File: config.mk
export PLATFORM = sky130hd
export DESIGN_NAME = dbs_ctrl
export DESIGN_NICKNAME = d
export VERILOG_FILES = /design/src/dbs_pkg.sv /design/src/dbs_ctrl.sv
export SDC_FILE = /design/constraint.sdc
export NUM_CORES = 1
export LEC_CHECK = 0
export BUFFER_PORTS_ARGS = -buffer_cell sky130_fd_sc_hd__buf_2
export CAP_MARGIN = 20
export CORE_AREA = 3 3 40 42
export DETAILED_ROUTE_END_ITERATION = 10
export DIE_AREA = 0 0 43 45
export SLEW_MARGIN = 10
export SYNTH_ARGS = -nofsm -noshare
export SYNTH_HDL_FRONTEND = slang
export SYNTH_SLANG_ARGS = --single-unit
export TNS_END_PERCENT = 10
File: constraint.sdc
create_clock -name clk -period 1.5 [get_ports clk]
set_input_delay 0.3 -clock clk [delete_from_list [all_inputs] [get_ports clk]]
set_output_delay 0.3 -clock clk [all_outputs]
set_load 0.03 [all_outputs]
File: src/dbs_pkg.sv
// ----------------------------------------------------------------------------
// dbs_pkg: shared types and constants of the depth bucket sorter
// Widths of the channel fields, default sizes, operation codes and the
// command / status bundles between controller and datapath.
// ----------------------------------------------------------------------------
package dbs_pkg;

  localparam int DBS_BUCKETS     = 1024;
  localparam int DBS_POOL_SIZE   = 64;
  localparam int DBS_HANDLE_BITS = 16;

  localparam int DBS_KEY_W    = 16;
  localparam int DBS_HANDLE_W = 16;
  localparam int DBS_BKT_W    = 10;

  localparam logic DBS_OP_INSERT = 1'b0;
  localparam logic DBS_OP_FLUSH  = 1'b1;

  // controller -> datapath
  typedef struct packed {
    logic clr_wr;      // write one zero entry of the reset clearing pass
    logic ins_rd;      // latch insert request, read its bucket entry
    logic ins_wr;      // link node into bucket (or drop when pool full)
    logic scan_load;   // start bucket scan at the highest used bucket
    logic scan_step;   // move scan to next lower bucket and read it
    logic bkt_take;    // clear scanned bucket, read its head node
    logic node_adv;    // follow the next pointer, read that node
    logic emit;        // load output register with current node
    logic emit_empty;  // load output register with the empty marker
    logic finish;      // flush done: reset pool, overflow and counters
  } dbs_cmd_t;

  // datapath -> controller
  typedef struct packed {
    logic clr_done;
    logic pool_empty;
    logic occ;
    logic at_tail;
    logic last_node;
    logic out_free;
  } dbs_sts_t;

endpackage

File: src/dbs_ctrl.sv
// ----------------------------------------------------------------------------
// dbs_ctrl: sequencer of the depth bucket sorter
// Runs the reset clearing pass, insert (read, then write) and the flush walk
// (bucket scan, list walk, result emission) by commands to the datapath.
// ----------------------------------------------------------------------------
module dbs_ctrl (
  input  logic              clk,
  input  logic              rst_n,
  input  logic              in_valid,
  input  logic              in_operation,
  output logic              in_ready,
  input  dbs_pkg::dbs_sts_t sts,
  output dbs_pkg::dbs_cmd_t cmd
);
  import dbs_pkg::*;

  typedef enum logic [2:0] {
    ST_CLR,
    ST_IDLE,
    ST_INS_WR,
    ST_FL_START,
    ST_SCAN,
    ST_EMIT
  } state_t;

  state_t state_r, state_nxt;
  logic   in_ready_r;
  logic   accept;

  assign accept   = in_valid && in_ready_r;
  assign in_ready = in_ready_r;

  always_comb begin
    cmd       = '0;
    state_nxt = state_r;
    case (state_r)
      ST_CLR: begin
        cmd.clr_wr = 1'b1;
        if (sts.clr_done) state_nxt = ST_IDLE;
      end
      ST_IDLE: begin
        if (accept) begin
          if (in_operation == DBS_OP_INSERT) begin
            cmd.ins_rd = 1'b1;
            state_nxt  = ST_INS_WR;
          end else begin
            state_nxt = ST_FL_START;
          end
        end
      end
      ST_INS_WR: begin
        cmd.ins_wr = 1'b1;
        state_nxt  = ST_IDLE;
      end
      ST_FL_START: begin
        if (sts.pool_empty) begin
          if (sts.out_free) begin
            cmd.emit_empty = 1'b1;
            cmd.finish     = 1'b1;
            state_nxt      = ST_IDLE;
          end
        end else begin
          cmd.scan_load = 1'b1;
          state_nxt     = ST_SCAN;
        end
      end
      ST_SCAN: begin
        if (sts.occ) begin
          cmd.bkt_take = 1'b1;
          state_nxt    = ST_EMIT;
        end else begin
          cmd.scan_step = 1'b1;
        end
      end
      ST_EMIT: begin
        if (sts.out_free) begin
          cmd.emit = 1'b1;
          if (sts.at_tail) begin
            if (sts.last_node) begin
              cmd.finish = 1'b1;
              state_nxt  = ST_IDLE;
            end else begin
              // bucket exhausted, more primitives below
              cmd.scan_step = 1'b1;
              state_nxt     = ST_SCAN;
            end
          end else begin
            cmd.node_adv = 1'b1;
          end
        end
      end
      default: state_nxt = ST_CLR;
    endcase
  end

  always_ff @(posedge clk) begin
    if (!rst_n) begin
      state_r    <= ST_CLR;
      in_ready_r <= 1'b0;
    end else begin
      state_r    <= state_nxt;
      in_ready_r <= (state_nxt == ST_IDLE);
    end
  end

`ifndef SYNTHESIS
  a_ready_only_idle: assert property (@(posedge clk) disable iff (!rst_n)
    in_ready_r |-> state_r == ST_IDLE)
    else $error("ready raised outside idle");

  a_flush_starts: assert property (@(posedge clk) disable iff (!rst_n)
    accept && in_operation == DBS_OP_FLUSH |=> state_r == ST_FL_START)
    else $error("accepted flush did not start walk");

  a_one_emit: assert property (@(posedge clk) disable iff (!rst_n)
    $onehot0({cmd.emit, cmd.emit_empty, cmd.ins_wr, cmd.clr_wr}))
    else $error("conflicting datapath commands");
`endif

endmodule

==> impl_metrics.yaml, run 1 <==
global_route:
  grt_max_degree: 11
  antenna_found_initial: 0
  overflow: 0
  grt_pass1_vias: 369
  grt_pass1_wl_um: 1390
  grt_usage: 0.0967
clock_tree:
  cts_max_level: 1
  worstSkewPairLatency_ns: 0.24
  tritoncts: "yes"
  cts-buffers-inserted: 3
  cts.path.max_buffers: 2
  ctsHoldBuffers: 0
  clock_sinks: 4
  clkTransAtPathRegs_ns: 0.04
  clockRootBuffer: "clkbuf_4"
logic_synthesis:
  synth_flop_cell: "dfxtp_1"
  synth_mux_area_frac: 0
  synth_compound_area_frac: 0.169
  yosysUniqueCellTypes: 24
  synth_nets: 52
  synth_top_family_by_area: "simple AND/OR/NAND/NOR gates"
  synthArstFlopShare: 0
  synth_edf_count: 0
  yosys_warnings: 0
  synthSimpleGateAreaFrac: 0.492
  synthAdderAreaFrac: 0
  avgSynthCellArea_um2: 7.57
  ys_seq_elements: 4
  synth_xor_xnor_area_share: 0
  syn_area_um2: 318
  syn-instance-count: 42
  ys_seq_area_frac: 0.252
timing:
  fmax_mhz: 661
  clock_skew_ns: 0.00127
  min_period_ns: 1.51
  period_share: 1.01
  rsz0062_at_grt: "true"
  relSlewSlack: 0.815
  finalHoldViolCount: 0
  maxSlewViolCount: 0
  finalSetupViolCount: 2
  worst_pin_slew_ns: 0.278
  timing.final.ws_setup_ns: -0.0133
pwr:
  peakVddDrop_mv: 0.246
  powerDensity_mw_per_mm2: 651
  leakage_nw: 0.217
routing:
  met3WireLength_um: 71
  drt-initial-drc-count: 2
  drc: 0
  routedWlPerCell_um: 11.2
  via_per_inst: 4.90
  met2_length_um: 435
  wl_um: 885
  drt-pass1-iter-count: 3
  top_layer: "met4"
  ant_nets: 0
  wl_met1_um: 362
  num_vias: 387
hold_path:
  hp-start: "rst_n"
  hold_path_end: "state_r[2]$_SDFF_PN0_"
  min_path_cells: 2
  hold_path_class: "input port to flip-flop"
placed_design:
  io_buffers: 20
  dp_hpwl_um: 696
  post-place-cells: 74
  gp_congestion: 0.817
  placed_area_um2: 418
floorplanning:
  die_height_um: 45
  core_area_mm2: 0.00128
  pin_count: 21
  die-area_mm2: 0.00194
  row_count: 13
  die_w_um: 43
  start_util: 0.247
critical_path:
  r2r_setup_slack_ns: 0.13
  cp.required_ns: 1.20
  crit_buf_inv: 1
  slowest_stage: "dfxtp_4"
  crit_type: "flip-flop to primary output"
  r2r_cells: 5
  crit_chain: "nand2b_2 -> nor3b_2 -> buf_4"
  crit-reg2reg-launch: "state_r[0]$_SDFF_PN0_"
  cpLargestDelayFamily: "simple AND/OR/NAND/NOR gates"
  path_max_fanout: 10
  rr_endpoint: "in_ready$_SDFF_PN0_"
  cpPeakStageDelay_ns: 0.37
  start_kind: "flip-flop"
  endpoint_kind: "primary output"
  arrival_ns: 1.21
final_layout:
  seqCellArea_um2: 91.3
  nNetsFinal: 76
  drive_gt1_frac: 0.531
  final_cells: 79
  multi_input_area_um2: 230
  syn2layout_area_growth_pct: 57.9
  fill_cells: 146
  final_cell_area_um2: 502
  num_antenna_cells: 0
run_status:
  violations: "setup timing"
  status: "finished, violations left"
job:
  cap_viol_max_count: 0
[layer usage]
metal / track usage / vias to the layer above
li1: - / 195
met1: 0.102 / 175
met2: 0.162 / 15
met3: 0.0319 / 2
met4: 0.0723 / 0
met5: 0 / -
[cell usage after synthesis, types with 2 or more instances]
cell type | count | area (um^2)
dfxtp_1 | 4 | 80.1
nand2_1 | 2 | 7.51
a21oi_1 | 2 | 10.0
nor2b_1 | 2 | 12.5
nor2_1 | 6 | 22.5
nor3b_1 | 4 | 30.0
nor3_1 | 4 | 20.0
nand2b_1 | 2 | 12.5
[cell families after synthesis]
| kind of cell | count (synthesis) |
|---|---|
| buf+inv | 4 |
| simple gates | 26 |
| flops | 4 |
| compound gates | 8 |
[layout make-up]
class	instances	share of cell area
inverters	1	0.00748
clock buffers	3	0.0449
flip-flops and latches	4	0.182
repair buffers	22	0.269
multi-input cells	34	0.459
well taps	15	0.0374
[placed cells by master, fill, tap and decap left out]
master	instances
buf_2	12
buf_4	8
nor2_1	6
clkbuf_4	5
nor3_1	3
nor3b_2	3
dfxtp_4	3
nand2_1	2
a21oi_1	2
nand2b_1	2
nor2b_1	2
nand2b_2	1
inv_1	1
nand4b_1	1
nand4_1	1
o22ai_1	1
nor3_2	1
nand3b_1	1
nor2b_4	1
nor3b_1	1
a31oi_1	1
o21ai_1	1
a211oi_1	1
a32o_1	1
o31a_1	1
and3_1	1
dfxtp_1	1
[power breakdown]
group	internal (W)	switching, W
clock	0.0000895	0.0000447
sequential	0.000110	0.00000696
combinational	0.0000322	0.0000430
total	0.000232	0.0000946
[worst max-delay path by stage]
stage	cells after the start	from	endpoint
global placement	3	state_r[0]$_SDFF_PN0_	cmd[0]
detailed placement	3	state_r[0]$_SDFF_PN0_	cmd[0]
finish	3	state_r[1]$_SDFF_PN0_	cmd[4]
CTS	3	state_r[2]$_SDFF_PN0_	cmd[0]
floorplan	3	state_r[1]$_SDFF_PN0_	cmd[4]
global route	3	state_r[2]$_SDFF_PN0_	cmd[0]
[flip-flops by register name, indices dropped and copies added, names as in the netlist]
signal,count
state_r,3
in_ready,1
[timing repair]
action                                  4_1_cts  5_1_grt
endpoints found under the setup margin        9        8
resized for setup                            12        6
setup buffers                                 2        0
gates cloned                                  0        0
pin swaps                                     2        2
[through the flow]
step	total power [W]	hold WS, ns	utilization	setup WS, ns	TNS [ns]
after floorplan	0.000166	0.428	-	-0.202	-0.444
after global placement	0.000191	0.552	0.325	0.0311	0
after detailed placement	0.000191	0.553	0.325	0.0368	0
after CTS	0.000331	0.307	0.379	-0.0253	-0.0478
after global routing	0.000338	0.325	0.390	-0.0698	-0.243
final	0.000326	0.310	0.390	-0.0133	-0.0172
Power figures use the tool's default switching activity.
==> run 2: changes to the inputs <==
Clock period 1.5 ns to 1.3 ns, I/O delays scaled along.
==> run 2 against run 1 <==
  * The flow still finishes with violations (setup timing)
  * Critical path depth unchanged
  * Combinational power is 38% higher
  * Sequential cell count stayed put
  * Register-to-register slack got worse by 0.13 ns
  * Clock power up 18%
  * Critical path type unchanged
==> impl_metrics.yaml, run 2 (synthesis gave the netlist of run 1 again) <==
timing:
  relSlewSlack: 0.828
  clock_skew_ns: 0.00109
  maxSlewViolCount: 0
  rsz0062_at_grt: "true"
  hold_slack_ns: 0.265
  worst_pin_slew_ns: 0.257
  finalHoldViolCount: 0
  finalSetupViolCount: 11
  fmax_mhz: 674
  timing.final.ws_setup_ns: -0.183
  min_period_ns: 1.48
  period_share: 1.14
final_layout:
  num_antenna_cells: 0
  syn2layout_area_growth_pct: 90.6
  final_common_cell: "buf_4"
  fill_cells: 142
  final_cell_mix: "16 x buf_4, 10 x buf_2, 5 x nor2_1, 4 x buf_6"
  top_register: "state_r"
  final_cells: 87
  drive_gt1_frac: 0.639
  final_util: 0.471
  largest_reg_flops: 3
  nNetsFinal: 84
run_status:
  violations: "setup timing"
  status: "finished, violations left"
critical_path:
  rr_endpoint: "in_ready$_SDFF_PN0_"
  slowest_stage: "dfxtp_4"
  arrival_ns: 1.22
  crit_type: "flip-flop to primary output"
  path_max_fanout: 5
  crit-reg2reg-launch: "state_r[2]$_SDFF_PN0_"
  r2r_cells: 5
  start_kind: "flip-flop"
  cpPeakStageDelay_ns: 0.34
  crit_chain: "nand4b_1 -> o22ai_1 -> buf_4"
  r2r_setup_slack_ns: 0
  cp.required_ns: 1.04
  endpoint_kind: "primary output"
pwr:
  power_frac_clock: 0.395
  peakVddDrop_mv: 0.516
  combPwrFrac: 0.260
  leakage_nw: 0.267
  powerDensity_mw_per_mm2: 661
  p_int_w: 0.000282
  pwr-share-seq: 0.346
  switching_power_w: 0.000118
  fin_total_pwr_w: 0.000400
  swShare: 0.294
global_route:
  overflow: 0
  grt_max_degree: 10
  grt_pass1_vias: 414
  antenna_found_initial: 0
  grt_usage: 0.122
  grt_pass1_wl_um: 1730
placed_design:
  io_buffers: 20
  dp_slack_ns: -0.0818
  gp_congestion: 0.766
  dp_hpwl_um: 778
  post-place-cells: 82
clock_tree:
  clock_sinks: 4
  clockRootBuffer: "clkbuf_4"
  cts-buffers-inserted: 3
  clkTransAtPathRegs_ns: 0.04
  tritoncts: "yes"
  cts.path.max_buffers: 2
  worstSkewPairLatency_ns: 0.24
  cts_max_level: 1
routing:
  routedWlPerCell_um: 11.1
  num_vias: 413
  ant_nets: 0
  wl_um: 968
  drt-initial-drc-count: 6
  drt-pass1-iter-count: 4
  drc: 0
  via_per_inst: 4.75
floorplanning:
  row_count: 13
  die_height_um: 45
  die-area_mm2: 0.00194
  die_w_um: 43
  core_area_mm2: 0.00128
  start_util: 0.247
  pin_count: 21
hold_path:
  hold_path_end: "state_r[1]$_SDFF_PN0_"
  min_path_cells: 2
  hp-start: "rst_n"
  hold_path_class: "input port to flip-flop"
job:
  cap_viol_max_count: 0
run 2: changes by cell type in the layout (fill, tap and decap cells not counted), moves of 2 or more:
cell / delta
clkbuf_4: -2
buf_2: -2
buf_6: +4
nor3_2: +2
nor3_1: -2
buf_4: +8
run 2: area by class of cell:
class                      instances  area (um^2)  share of cell area
multi-input combinational         34          253               0.417
timing repair buffer              30          215               0.355
sequential                         4         92.6               0.153
clock buffer                       3         22.5              0.0372
tap                               15         18.8              0.0310
inverter                           1         3.75             0.00620
run 2: metal layers:
| metal | GRT usage | vias up | wire, um |
|---|---|---|---|
| li1 | - | 217 | - |
| met1 | 0.149 | 176 | 415 |
| met2 | 0.180 | 16 | 446 |
| met3 | 0.0279 | 4 | 66 |
| met4 | 0.108 | 0 | 40 |
| met5 | 0 | - | 0 |
run 2: through the flow:
step | TNS, ns | area [um^2]
finish | -1.06 | 606
global route | -1.59 | 606
CTS | -1.07 | 589
detailed placement | -0.271 | 493
global placement | -0.179 | 493
floorplan | -0.899 | 338
run 2: worst max path at each step:
stage / slack, ns / from / cells after the start / end
final: -0.18 / state_r[2]$_SDFF_PN0_ / 3 / cmd[0]
after global routing: -0.25 / state_r[1]$_SDFF_PN0_ / 3 / cmd[0]
after CTS: -0.20 / state_r[2]$_SDFF_PN0_ / 3 / cmd[0]
after detailed placement: -0.08 / state_r[1]$_SDFF_PN0_ / 4 / cmd[3]
after global placement: -0.07 / state_r[1]$_SDFF_PN0_ / 4 / cmd[3]
after floorplan: -0.16 / state_r[0]$_SDFF_PN0_ / 2 / cmd[7]
run 2: what timing repair did:
| action | 4_1_cts | 5_1_grt |
|---|---|---|
| hold buffers | 0 | 0 |
| pin swaps | 5 | 2 |
| setup endpoints to repair | 11 | 11 |
| setup buffers | 0 | 2 |
| endpoints found under the hold margin | 0 | 0 |
| resized for setup | 25 | 1 |
run 2: worst max-delay path: cells and delay by family, from the launching register on:
family                 cells  cell delay, ns
and+or+nand+nor            1            0.24
buffers and inverters      1            0.18
AOI/OAI and AO/OA          1            0.22
DFF                        1            0.34
run 2: power groups by stage:
stage	Combinational (W)	Sequential (W)	Clock, W
after floorplan	0.0000514	0.000142	0
after global placement	0.0000946	0.000143	0
after detailed placement	0.0000956	0.000143	0
after CTS	0.000105	0.000138	0.000161
after global routing	0.000114	0.000140	0.000167
final	0.000104	0.000138	0.000158
==> run 3: changes to the inputs <==
Settings changed: GPL_TIMING_DRIVEN set to 1, TNS_END_PERCENT 10 to unset.
Clock period 1.3 ns to 1.7 ns, I/O delays scaled along.
==> run 3 against run 2 <==
  * Design area down 25%
  * Power down 28%
  * Clock skew up 0.0049 ns
  * Critical path depth unchanged
  * The run now ends clean
  * Hold slack better by 0.086 ns
  * Sequential cell count unchanged
  * Core utilization down 12 points
  * Count of clock-buffer cells in the layout unchanged
  * Cell count down 11%
  * Routed wire length down 11%
  * Die area unchanged
==> impl_metrics.yaml, run 3 (synthesis gave the netlist of run 1 again) <==
run_status:
  status: "complete, no violations"
pwr:
  switching_power_w: 0.0000855
  powerDensity_mw_per_mm2: 632
  peakVddDrop_mv: 0.484
  swShare: 0.296
  power_frac_clock: 0.422
  combPwrFrac: 0.201
  p_int_w: 0.000203
  leakage_nw: 0.204
  pwr-share-seq: 0.377
  fin_total_pwr_w: 0.000289
global_route:
  antenna_found_initial: 0
  grt_usage: 0.0948
  grt_max_degree: 13
  grt_pass1_wl_um: 1390
  overflow: 0
  grt_pass1_vias: 337
timing:
  rsz0062_at_grt: "false"
  fmax_mhz: 632
  clock_skew_ns: 0.00603
  period_share: 0.931
  tns_ns: 0
  maxSlewViolCount: 0
  worst_pin_slew_ns: 0.294
  finalHoldViolCount: 0
  relSlewSlack: 0.804
  min_period_ns: 1.58
  finalSetupViolCount: 0
  hold_slack_ns: 0.351
clock_tree:
  cts-buffers-inserted: 3
  post_cts_buffers: 0
  clock_sinks: 4
  tritoncts: "yes"
  ctsHoldBuffers: 0
  cts.path.max_buffers: 2
  clkTransAtPathRegs_ns: 0.04
  worstSkewPairLatency_ns: 0.24
  clockRootBuffer: "clkbuf_4"
  cts_max_level: 1
critical_path:
  arrival_ns: 1.24
  cp.required_ns: 1.36
  endpoint_kind: "primary output"
  path_max_fanout: 9
  crit_type: "flip-flop to primary output"
  start_kind: "flip-flop"
placed_design:
  io_buffers: 20
  post-place-cells: 74
  dp_hpwl_um: 673
  placed_area_um2: 423
  gp_congestion: 0.722
final_layout:
  final_common_cell: "buf_2"
  largest_reg_flops: 3
  final_cell_mix: "19 x buf_2, 6 x nor2_1, 4 x nor3_1, 3 x clkbuf_4"
  syn2layout_area_growth_pct: 43.7
  nNetsFinal: 74
  top_register: "state_r"
  final_cells: 77
  num_antenna_cells: 0
  final_cell_area_um2: 457
  drive_gt1_frac: 0.484
floorplanning:
  die_height_um: 45
  die_w_um: 43
  start_util: 0.247
  row_count: 13
  die-area_mm2: 0.00194
  pin_count: 21
  core_area_mm2: 0.00128
routing:
  routedWlPerCell_um: 11.1
  ant_nets: 0
  drt-pass1-iter-count: 4
  wl_um: 858
  drc: 0
  num_vias: 369
  drt-initial-drc-count: 12
  via_per_inst: 4.79
hold_path:
  hold_path_class: "input port to flip-flop"
job:
  cap_viol_max_count: 0
==> run 3: changes by cell type in the layout (fill, tap and decap cells not counted), sizes merged <==
| cell | delta |
|---|---|
| buf | -10 |
==> run 3: worst paths after layout <==
check / depth (start not counted) / start / slack [ns] / endpoint
max: 3 / state_r[2]$_SDFF_PN0_ / 0.12 / cmd[0]
min: 2 / rst_n / 0.35 / state_r[2]$_SDFF_PN0_
max reg2reg: 4 / state_r[2]$_SDFF_PN0_ / 0.43 / in_ready$_SDFF_PN0_
min reg2reg: 2 / in_ready$_SDFF_PN0_ / 0.58 / state_r[1]$_SDFF_PN0_
==> run 3: worst max-delay path: stages, from the launching register on <==
cell and delay (ns):
dfxtp_2 0.35, nand4b_1 0.25, o22ai_1 0.21, buf_4 0.19
==> run 3: cell type report <==
cell class | count | area (um^2)
fill | 146 | 828
multi-input combinational | 34 | 220
inverter | 1 | 3.75
clock buffer | 3 | 22.5
tap | 15 | 18.8
sequential | 4 | 88.8
timing repair buffer | 20 | 103
==> run 3: power groups by stage <==
stage / combinational (W) / clock, W / sequential (W)
after floorplan: 0.0000383 / 0 / 0.000109
after global placement: 0.0000583 / 0 / 0.000110
after detailed placement: 0.0000583 / 0 / 0.000111
after CTS: 0.0000584 / 0.000128 / 0.000110
after global routing: 0.0000643 / 0.000134 / 0.000110
final: 0.0000580 / 0.000122 / 0.000109
==> run 3: routing by layer <==
layer / track usage / share of wire / wire length [um] / vias to the layer above
met3: 0.0598 / 0.11 / 94 / 0
li1: - / - / - / 194
met2: 0.144 / 0.45 / 386 / 14
met5: 0 / 0 / 0 / -
met1: 0.115 / 0.44 / 377 / 161
met4: 0.0181 / 0 / 0 / 0
==> run 3: stage by stage <==
stage          setup slack [ns]   util
2_1_floorplan           0.00893      -
3_3_place_gp              0.238  0.329
3_5_place_dp              0.212  0.329
4_1_cts                  0.0538  0.349
5_1_grt                  0.0187  0.355
6_report                  0.118  0.355
==> run 3: what timing repair did <==
action | in CTS | in global routing
resized for setup | 2 | 5
endpoints found under the setup margin | 1 | 2
pin swaps | 0 | 2
hold endpoints to repair | 0 | 0
